==> config.mk <==
export PLATFORM = sky130hd
export DESIGN_NAME = olid_cell
export DESIGN_NICKNAME = d
export VERILOG_FILES = /design/src/rtl/core/olid_pkg.sv /design/src/rtl/core/olid_cell.sv
export SDC_FILE = /design/constraint.sdc
export NUM_CORES = 1
export LEC_CHECK = 0
export ABC_AREA = 0
export ABC_CLOCK_PERIOD_IN_PS = 4300
export BUFFER_PORTS_ARGS = -buffer_cell sky130_fd_sc_hd__buf_2
export CAP_MARGIN = 20
export CORE_MARGIN = 2
export CORE_UTILIZATION = 35
export CTS_CLUSTER_DIAMETER = 50
export DETAILED_ROUTE_END_ITERATION = 10
export PLACE_DENSITY_LB_ADDON = 0.08
export SLEW_MARGIN = 20
export SYNTH_ARGS = -nofsm -noshare
export SYNTH_HDL_FRONTEND = slang
export SYNTH_SLANG_ARGS = --single-unit
export TNS_END_PERCENT = 1
==> constraint.sdc <==
create_clock -name clk -period 4.3 [get_ports clk]
set_clock_uncertainty 0.2 [all_clocks]
set_input_delay 0.86 -clock clk [delete_from_list [all_inputs] [get_ports clk]]
set_output_delay 0.86 -clock clk [all_outputs]
set_load 0.05 [all_outputs]
==> src/rtl/core/olid_pkg.sv <==
// Shared types and constants for the ordered list insert/delete block.
// No dependencies.
package olid_pkg;

  localparam int DEPTH_DEF = 64;
  localparam int VAL_W     = 32;
  localparam int POS_W     = 7;
  localparam int CNT_W     = 7;
  localparam int CAP_W     = 7;
  localparam int ST_W      = 2;

  localparam logic [CAP_W-1:0] CAP_RESET = 7'd64;

  localparam logic OP_INSERT = 1'b0;
  localparam logic OP_DELETE = 1'b1;

  typedef enum logic [ST_W-1:0] {
    ST_OK      = 2'd0,
    ST_BAD_POS = 2'd1,
    ST_FULL    = 2'd2
  } status_t;

  typedef struct packed {
    logic             ins;
    logic             del;
    logic [POS_W-1:0] pos_m1;
  } cell_ctrl_t;

endpackage

==> src/rtl/core/olid_cell.sv <==
// One storage cell of the list chain: holds one entry, shifts with neighbors.
// Depends on olid_pkg.
module olid_cell #(
  parameter int IDX = 0
) (
  input  logic                         clk,
  input  olid_pkg::cell_ctrl_t         ctrl,
  input  logic [olid_pkg::VAL_W-1:0]   ins_value,
  input  logic [olid_pkg::VAL_W-1:0]   left_q,
  input  logic [olid_pkg::VAL_W-1:0]   right_q,
  output logic [olid_pkg::VAL_W-1:0]   q,
  output logic [olid_pkg::VAL_W-1:0]   sel_q
);
  import olid_pkg::*;

  logic [VAL_W-1:0] q_r;
  logic [VAL_W-1:0] q_nxt;
  logic             at_pos;
  logic             above_pos;

  assign at_pos    = (int'(ctrl.pos_m1) == IDX);
  assign above_pos = (IDX > int'(ctrl.pos_m1));

  always_comb begin
    priority if (ctrl.ins && at_pos) begin
      q_nxt = ins_value;
    end else if (ctrl.ins && above_pos) begin
      q_nxt = left_q;
    end else if (ctrl.del && (at_pos || above_pos)) begin
      q_nxt = right_q;
    end else begin
      q_nxt = q_r;
    end
  end

  always_ff @(posedge clk) begin
    q_r <= q_nxt;
  end

  assign q     = q_r;
  assign sel_q = at_pos ? q_r : '0;

endmodule

**Yosys cells after proc, flatten, opt, wreduce, memory -nomap -nowiden**

Index checks and enable logic that the tools add are counted.

- Bits in registers: 32
- Input port bits: 106
- Output and inout bits: 64
- Logic and storage cells: 8

- Multiplexer cells: 3
- Reductions and logical operators: 4

Operator list:

| operator | count |
|---|---|
| two-way mux 32 bit | 3 |
| logical NOT 7 bit | 1 |
| logical AND 1 bit | 2 |
| nonzero test 2 bit | 1 |

**Longest topological paths before layout**

Gate-level depths: netlist of run 1.

- Depth after elaboration: 4
- Gate-level depth with buffers: 5
- Depth with buffers taken out: 3

**Worst setup path after synthesis of run 1**

OpenSTA, ideal clock, no wires.

- Kind: input to output
- From: input ctrl[1] (netlist bit)
- To: output sel_q[22] (netlist bit)
- Stages on the path: 4
- Arrival time: 2.494 ns
- Slack: 0.746 ns
- Cell sequence: or4_4 -> nor4_1 -> clkbuf_1 -> and2_1

- Word-level cells in the longest chain between the ends: 2

RTL lines:

| element | line | RTL |
|---|---|---|
| start, declared | olid_cell.sv:7 | `input olid_pkg::cell_ctrl_t ctrl,` |
| logical NOT 7 bit | olid_cell.sv:21 | `assign at_pos = (int'(ctrl.pos_m1) == IDX);` |
| two-way mux 32 bit | olid_cell.sv:41 | `assign sel_q = at_pos ? q_r : '0;` |
| end, declared | olid_cell.sv:12 | `output logic [olid_pkg::VAL_W-1:0] sel_q` |

Every way passes these cells.

**Final worst setup path of run 1**

- From: input ctrl[1] (netlist bit)
- To: output sel_q[8] (netlist bit)

The elaborated chain is that of the path after synthesis.

==> results.txt, run 1 <==
Max Fanout on Critical Path - 25
max reg flops - 32
wire length per cell - 12.71 um
Synth top area share - 54.62%
WP buf/inv - 3
register area share after synthesis - 54.62%
share of cells above drive strength 1 - 73.20%
Max Slew Vio Count - 0
Pleak - 1.351 nW
element type at the critical path start - input port
Area contributors post-synth - edfxtp_1, mux2_4, and2_1, buf_12, mux2_2
total grt overflow - 0
post-DP HPWL - 3123 um
pwr dens - 246.1 nW/um^2
Arr. time, crit path - 2.39 ns
clock root buffer - clkbuf_8
slowest CP cell - or4_4
final hold vios - 0
Starting Density - 36.76%
crit end category - primary output
Tcrit/Tclk final - 80.29%
worst hold slack - 0.6740 ns
mapped cell area - 1759 um^2
dominant cell type by area after synthesis - edfxtp_1
Mapped Nets - 214
commonest non-fill, non-tap cells in the layout - buf_2, and2_1, edfxtp_1
nets - 355
FMAX - 0.2897 GHz
most used cell, CP - buf_2
CTS tree - done
crit path kind - input port to primary output
area growth from synthesis to layout - 45.80%
Slew Limit Headroom - 60.32%
# diodes - 0
via/cell ratio - 4.312
Seq cells post-synth - 32
io pins - 170
Yosys warnings - 0
RSZ-0062 raised after global routing - no
drt first pass iters - 4
# setup viols final - 0
largest net degree at the start of global routing - 33
Period minus WS final - 3.452 ns
max-cap viol count - 0
max incr delay on CP - 0.54 ns
clk sinks - 32
Worst-path clk slew - 0.07 ns
# H-tree levels - 2
Die Y-Extent - 74.90 um
final core occ - 53.59%
outcome - complete, no violations
first-pass GRT wire length - 5582 um
CP delay by family, top - simple AND/OR/NAND/NOR gates
# hold bufs at CTS - 0
crit-path cells - buf_2 -> or4_4 -> nor4_2 -> buf_4 -> and2_1 -> buf_2
die area - 5609 um^2
Syn Area/Cell - 16.29 um^2
vias - 1367
initial antenna violation count - 0
Post-CTS Setup Bufs - 0
number of global-route vias before repair - 1237
core area - 4786 um^2
Setup TNS - 0 ns
Worst-Margin Slew - 0.5952 ns
Peak supply drop - 172.1 uV
PostCTS Resize Cnt - 0
Final ANT Viol Nets - 0
most common cell after layout, fill and taps aside - buf_2
Longest Clk Path Bufs - 2
gr usage total - 13.99%
# rows - 25
HP Start - right_q[13]
worst hold endpoint - q[13]$_DFFE_PP_
DRC Markers - 0
hold path cells - 2
Buffers on Ports - 137
final WL - 4028 um
Netlist cell types - 11
routability cong. - 0.6592
1st-iter DRT viols - 47
Hold Crit Class - input port to flip-flop
Tot Pwr - 631.1 uW
worst endpoint required time - 3.24 ns
cts bufs inserted - 5
Mapped Cells - 108
Die Wd - 74.90 um
fillcell total - 450
-- cell usage after synthesis --
| cell | number |
|---|---|
| and2_1 | 32 |
| buf_12 | 3 |
| buf_6 | 1 |
| clkbuf_1 | 3 |
| edfxtp_1 | 32 |
| mux2_2 | 2 |
| mux2_4 | 30 |
| nand2b_1 | 1 |
| nor4_1 | 1 |
| o21a_1 | 1 |
| or4_4 | 2 |
-- per-stage QoR --
step,cells,cell area [um^2],worst slack (ns)
after global placement,309,2482,0.8190
after CTS,317,2565,0.8180
after global routing,317,2565,0.7498
after detailed placement,309,2482,0.8337
after floorplan,108,1759,0.7457
final,317,2565,0.8477
-- logic make-up (layout without fill, tap and decap cells) --
group / Yosys count / count (layout) / share of synthesized area (%)
muxes: 32 / 32 / 26.88
DFF: 32 / 32 / 54.62
AOI/OAI and AO/OA: 1 / 1 / 0.4269
buffers and inverters: 7 / 149 / 4.694
and+or+nand+nor: 36 / 36 / 13.37
-- metal layers --
layer / vias to the layer above / global-route usage, % / share of wire [%]
met1: 617 / 14.05 / 35
met2: 70 / 25.73 / 54
met3: 10 / 4.552 / 8.2
li1: 670 / - / -
met4: 0 / 6.944 / 2.9
met5: - / 0 / 0
-- worst max-delay path by stage --
stage	slack, ns	to	startpoint	depth (start not counted)
floorplan	0.75	sel_q[22]	ctrl[1]	4
global placement	0.82	sel_q[1]	ctrl[1]	6
detailed placement	0.83	sel_q[8]	ctrl[1]	6
CTS	0.82	sel_q[8]	ctrl[1]	6
global route	0.75	sel_q[11]	ctrl[1]	6
finish	0.85	sel_q[8]	ctrl[1]	6
-- where the power goes --
group	internal, mW	switching [mW]	leakage [nW]
Combinational	0.0460	0.0246	1.02
Sequential	0.345	0.000662	0.288
Clock	0.110	0.105	0.0453
-- layout make-up --
cell class	count	area, um^2	area share (%)
well taps	67	83.83	3.268
flip-flops and latches	32	960.9	37.46
clock inverters	3	13.76	0.5366
repair buffers	141	715.7	27.90
multi-input cells	69	721.9	28.15
clock buffers	5	68.82	2.683
(Power assumes the default switching activity.)
==> run 2, diff against run 1 <==
Settings changed: ABC_CLOCK_PERIOD_IN_PS 4300 to 3230.
Clock period 4.3 ns to 3.23 ns, I/O delays scaled along.
==> results.txt, run 2 (synthesis gave the netlist of run 1 again) <==
1st-iter DRT viols - 28 (was 47)
core area - 4786 um^2 (unchanged)
Power Internal - 662.3 uW (was 500.5 uW)
clock root buffer - clkbuf_8 (unchanged)
CP delay by family, top - simple AND/OR/NAND/NOR gates (unchanged)
Starting Density - 36.76% (unchanged)
gr usage total - 13.27% (was 13.99%)
clock power share - 33.2% (was 34.1%)
most common cell after layout, fill and taps aside - buf_2 (unchanged)
Psw - 166.5 uW (was 130.7 uW)
worst endpoint required time - 2.38 ns (was 3.24 ns)
most used cell, CP - buf_2 (unchanged)
initial antenna violation count - 0 (unchanged)
Tot Pwr - 828.8 uW (was 631.1 uW)
pwr dens - 323.7 nW/um^2 (was 246.1 nW/um^2)
Hold Crit Class - input port to flip-flop (unchanged)
Tcrit/Tclk final - 91.97%
Post-CTS Setup Bufs - 0 (unchanged)
die area - 5609 um^2 (unchanged)
outcome - complete, no violations (unchanged)
final core occ - 53.49% (was 53.59%)
commonest non-fill, non-tap cells in the layout - buf_2, and2_1, edfxtp_1 (unchanged)
DRC Markers - 0 (unchanged)
io pins - 170 (unchanged)
Die Wd - 74.90 um (unchanged)
max reg flops - 32 (unchanged)
post-DP HPWL - 3077 um (was 3123 um)
routability cong. - 0.6618 (was 0.6592)
PostCTS Resize Cnt - 0 (unchanged)
Longest Clk Path Bufs - 2 (unchanged)
max incr delay on CP - 0.54 ns (about the same)
Gate power share - 11.3% (was 11.2%)
# setup viols final - 0 (unchanged)
Setup TNS - 0 ns (unchanged)
RSZ-0062 raised after global routing - no (unchanged)
clk sinks - 32 (unchanged)
Buffers on Ports - 137 (unchanged)
via/cell ratio - 4.263 (was 4.312)
Max Slew Vio Count - 0 (unchanged)
max-cap viol count - 0 (unchanged)
Slew Limit Headroom - 61.27% (was 60.32%)
cts bufs inserted - 5 (unchanged)
crit-path cells - buf_2 -> or4_4 -> nor4_2 -> buf_4 -> and2_1 -> buf_2 (unchanged)
Switching Share - 20.09% (was 20.70%)
first-pass GRT wire length - 5437 um (was 5582 um)
vias - 1347 (was 1367)
Pleak - 1.346 nW (was 1.351 nW)
Final ANT Viol Nets - 0 (unchanged)
largest net degree at the start of global routing - 33 (unchanged)
CTS tree - done (unchanged)
# rows - 25 (unchanged)
# H-tree levels - 2 (unchanged)
nets - 355 (unchanged)
Arr. time, crit path - 2.12 ns (was 2.39 ns)
# hold bufs at CTS - 0 (unchanged)
Flop pwr share - 55.5% (was 54.8%)
final hold vios - 0 (unchanged)
crit end category - primary output (unchanged)
Peak supply drop - 147.9 uV (was 172.1 uV)
Worst-path clk slew - 0.06 ns (was 0.07 ns)
crit path kind - input port to primary output (unchanged)
share of cells above drive strength 1 - 73.09% (was 73.20%)
Period minus WS final - 2.971 ns
Worst-Margin Slew - 0.5809 ns (was 0.5952 ns)
element type at the critical path start - input port (unchanged)
number of global-route vias before repair - 1235 (was 1237)
final WL - 3883 um (was 4028 um)
FMAX - 0.3366 GHz
wire length per cell - 12.29 um (was 12.71 um)
area growth from synthesis to layout - 45.52% (was 45.80%)
drt first pass iters - 2 (was 4)
Die Y-Extent - 74.90 um (unchanged)
total grt overflow - 0 (unchanged)
Max Fanout on Critical Path - 15 (was 25)
# diodes - 0 (unchanged)
slowest CP cell - or4_4 (unchanged)
WP buf/inv - 3 (unchanged)
## run 2: worst paths after layout
kind | from | endpoint | slack, ns | cells past startpoint
setup / recovery | ctrl[1] | sel_q[26] | 0.26 | 6
hold / removal | right_q[23] | q[23]$_DFFE_PP_ | 0.46 | 2
## run 2: per-stage QoR
step           worst slack (ns)  cells  hold WS (ns)  instance area (um^2)
4_1_cts                  0.2538    316        0.4539                  2560
3_5_place_dp             0.2506    309        0.7497                  2484
3_3_place_gp             0.2603    309        0.7466                  2484
2_1_floorplan            0.1032    108        0.6635                  1760
6_report                 0.2592    316        0.4644                  2560
5_1_grt                  0.1346    316        0.4579                  2560
## run 2: power by group through the flow
stage	clock [mW]	sequential, mW	combinational [mW]
floorplan	0	0.476	0.0385
global placement	0	0.469	0.0921
detailed placement	0	0.469	0.0945
CTS	0.290	0.460	0.0944
global route	0.300	0.460	0.101
finish	0.275	0.460	0.0933
## run 2: cell type report
type / count / area [um^2]
timing repair buffer: 141 / 715.7
tap: 67 / 83.83
sequential: 32 / 960.9
multi-input combinational: 69 / 723.2
clock buffer: 5 / 68.82
clock inverter: 2 / 7.507
fill: 437 / 2226
## run 2: routing by layer
metal  GRT usage (%)  routed length (um)  up-vias
met4           7.341                  66        0
met1           14.83                1456      594
met5               0                   0        -
met3           3.481                 374        8
met2           22.90                1986       77
li1                -                   -      668
==> run 3, diff against run 2 <==
Settings changed: ABC_CLOCK_PERIOD_IN_PS 3230 to default, CORE_MARGIN 2 to 5, TNS_END_PERCENT 1 to default.
==> results.txt, run 3 (synthesis gave the netlist of run 1 again) <==
clock power share - 33.1% (was 33.2%)
Flop pwr share - 55.5% (about the same)
wire length per cell - 13.99 um (was 12.29 um)
io pins - 170 (unchanged)
Arr. time, crit path - 2.14 ns (was 2.12 ns)
DRC Markers - 0 (unchanged)
via/cell ratio - 4.254 (was 4.263)
element type at the critical path start - input port (unchanged)
initial antenna violation count - 0 (unchanged)
post-DP HPWL - 3468 um (was 3077 um)
max reg flops - 32 (unchanged)
FMAX - 0.3345 GHz (was 0.3366 GHz)
nets - 354 (was 355)
Peak supply drop - 174.5 uV (was 147.9 uV)
Power Internal - 662.4 uW (was 662.3 uW)
Pleak - 1.343 nW (was 1.346 nW)
die area - 6544 um^2 (was 5609 um^2)
vias - 1340 (was 1347)
crit path kind - input port to primary output (unchanged)
# rows - 25 (unchanged)
DP Cell Count - 308 (was 309)
Period minus WS final - 2.989 ns (was 2.971 ns)
Tot Pwr - 829.5 uW (was 828.8 uW)
final hold vios - 0 (unchanged)
worst hold slack - 0.4663 ns (was 0.4644 ns)
Psw - 167.0 uW (was 166.5 uW)
# diodes - 0 (unchanged)
Starting Density - 36.76% (unchanged)
largest net degree at the start of global routing - 33 (unchanged)
core area - 4786 um^2 (unchanged)
Die Y-Extent - 80.90 um (was 74.90 um)
share of cells above drive strength 1 - 72.98% (was 73.09%)
commonest non-fill, non-tap cells in the layout - buf_2, and2_1, edfxtp_1 (unchanged)
RSZ-0062 raised after global routing - no (unchanged)
placed cell areas - 2489 um^2 (was 2484 um^2)
# hold bufs at CTS - 0 (unchanged)
gr usage total - 13.44% (was 13.27%)
final core occ - 53.59% (was 53.49%)
Max Slew Vio Count - 0 (unchanged)
drt first pass iters - 4 (was 2)
Post-CTS Setup Bufs - 0 (unchanged)
CTS tree - done (unchanged)
Switching Share - 20.14% (was 20.09%)
final WL - 4407 um (was 3883 um)
DP Worst Slack - 0.2307 ns (was 0.2506 ns)
total grt overflow - 0 (unchanged)
Worst-Margin Slew - 0.6083 ns (was 0.5809 ns)
first-pass GRT wire length - 6534 um (was 5437 um)
Die Wd - 80.90 um (was 74.90 um)
most common cell after layout, fill and taps aside - buf_2 (unchanged)
setup ws final - 0.2408 ns (was 0.2592 ns)
clock root buffer - clkbuf_8 (unchanged)
Final ANT Viol Nets - 0 (unchanged)
fin area - 2565 um^2 (was 2560 um^2)
Tcrit/Tclk final - 92.55% (was 91.97%)
cts bufs inserted - 5 (unchanged)
Gate power share - 11.4% (was 11.3%)
clk sinks - 32 (unchanged)
1st-iter DRT viols - 43 (was 28)
pwr dens - 323.4 nW/um^2 (was 323.7 nW/um^2)
max-cap viol count - 0 (unchanged)
Buffers on Ports - 137 (unchanged)
Non-Filler Instances - 315 (was 316)
outcome - complete, no violations (unchanged)
routability cong. - 0.6554 (was 0.6618)
Max Fanout on Critical Path - 16 (was 15)
number of global-route vias before repair - 1390 (was 1235)
Hold Crit Class - input port to flip-flop (unchanged)
worst endpoint required time - 2.38 ns (about the same)
# setup viols final - 0 (unchanged)
Worst-path clk slew - 0.06 ns (about the same)
Setup TNS - 0 ns (unchanged)
Longest Clk Path Bufs - 2 (unchanged)
PostCTS Resize Cnt - 0 (unchanged)
crit end category - primary output (unchanged)
area growth from synthesis to layout - 45.80% (was 45.52%)
# H-tree levels - 2 (unchanged)
Slew Limit Headroom - 59.45% (was 61.27%)
run 3: cell count changes in the layout (fill, tap and decap cells not counted), sizes merged:
cell / delta
buf: -1
run 3: area by class of cell:
type,count,area [um^2]
sequential,32,960.9
multi-input combinational,69,723.2
fill,434,2221
clock inverter,2,7.507
clock buffer,5,68.82
timing repair buffer,140,720.7
tap,67,83.83
run 3: power groups by stage:
stage | clock network (mW) | logic, mW | registers [mW]
after global placement | 0 | 0.0924 | 0.469
after global routing | 0.309 | 0.103 | 0.460
after floorplan | 0 | 0.0385 | 0.476
after CTS | 0.291 | 0.0955 | 0.460
after detailed placement | 0 | 0.0952 | 0.469
final | 0.274 | 0.0949 | 0.460
run 3: layer usage:
metal  vias up  track usage (%)  part of all wire (%)
met1       586            14.97                    39
met2        83            23.89                    49
met5         -                0                     0
li1        666                -                     -
met4         0            3.547                   1.0
met3         5            5.211                    10
run 3: critical path, stage by stage:
cell and delay (ns):
buf_2 0.10, or4_4 0.54, nor4_2 0.19, buf_4 0.25
and2_1 0.15, buf_2 0.27
run 3: final timing paths:
path              cells after the start          from        endpoint  slack [ns]
hold / removal                        2  ins_value[5]  q[5]$_DFFE_PP_        0.47
setup / recovery                      6       ctrl[1]       sel_q[31]        0.24
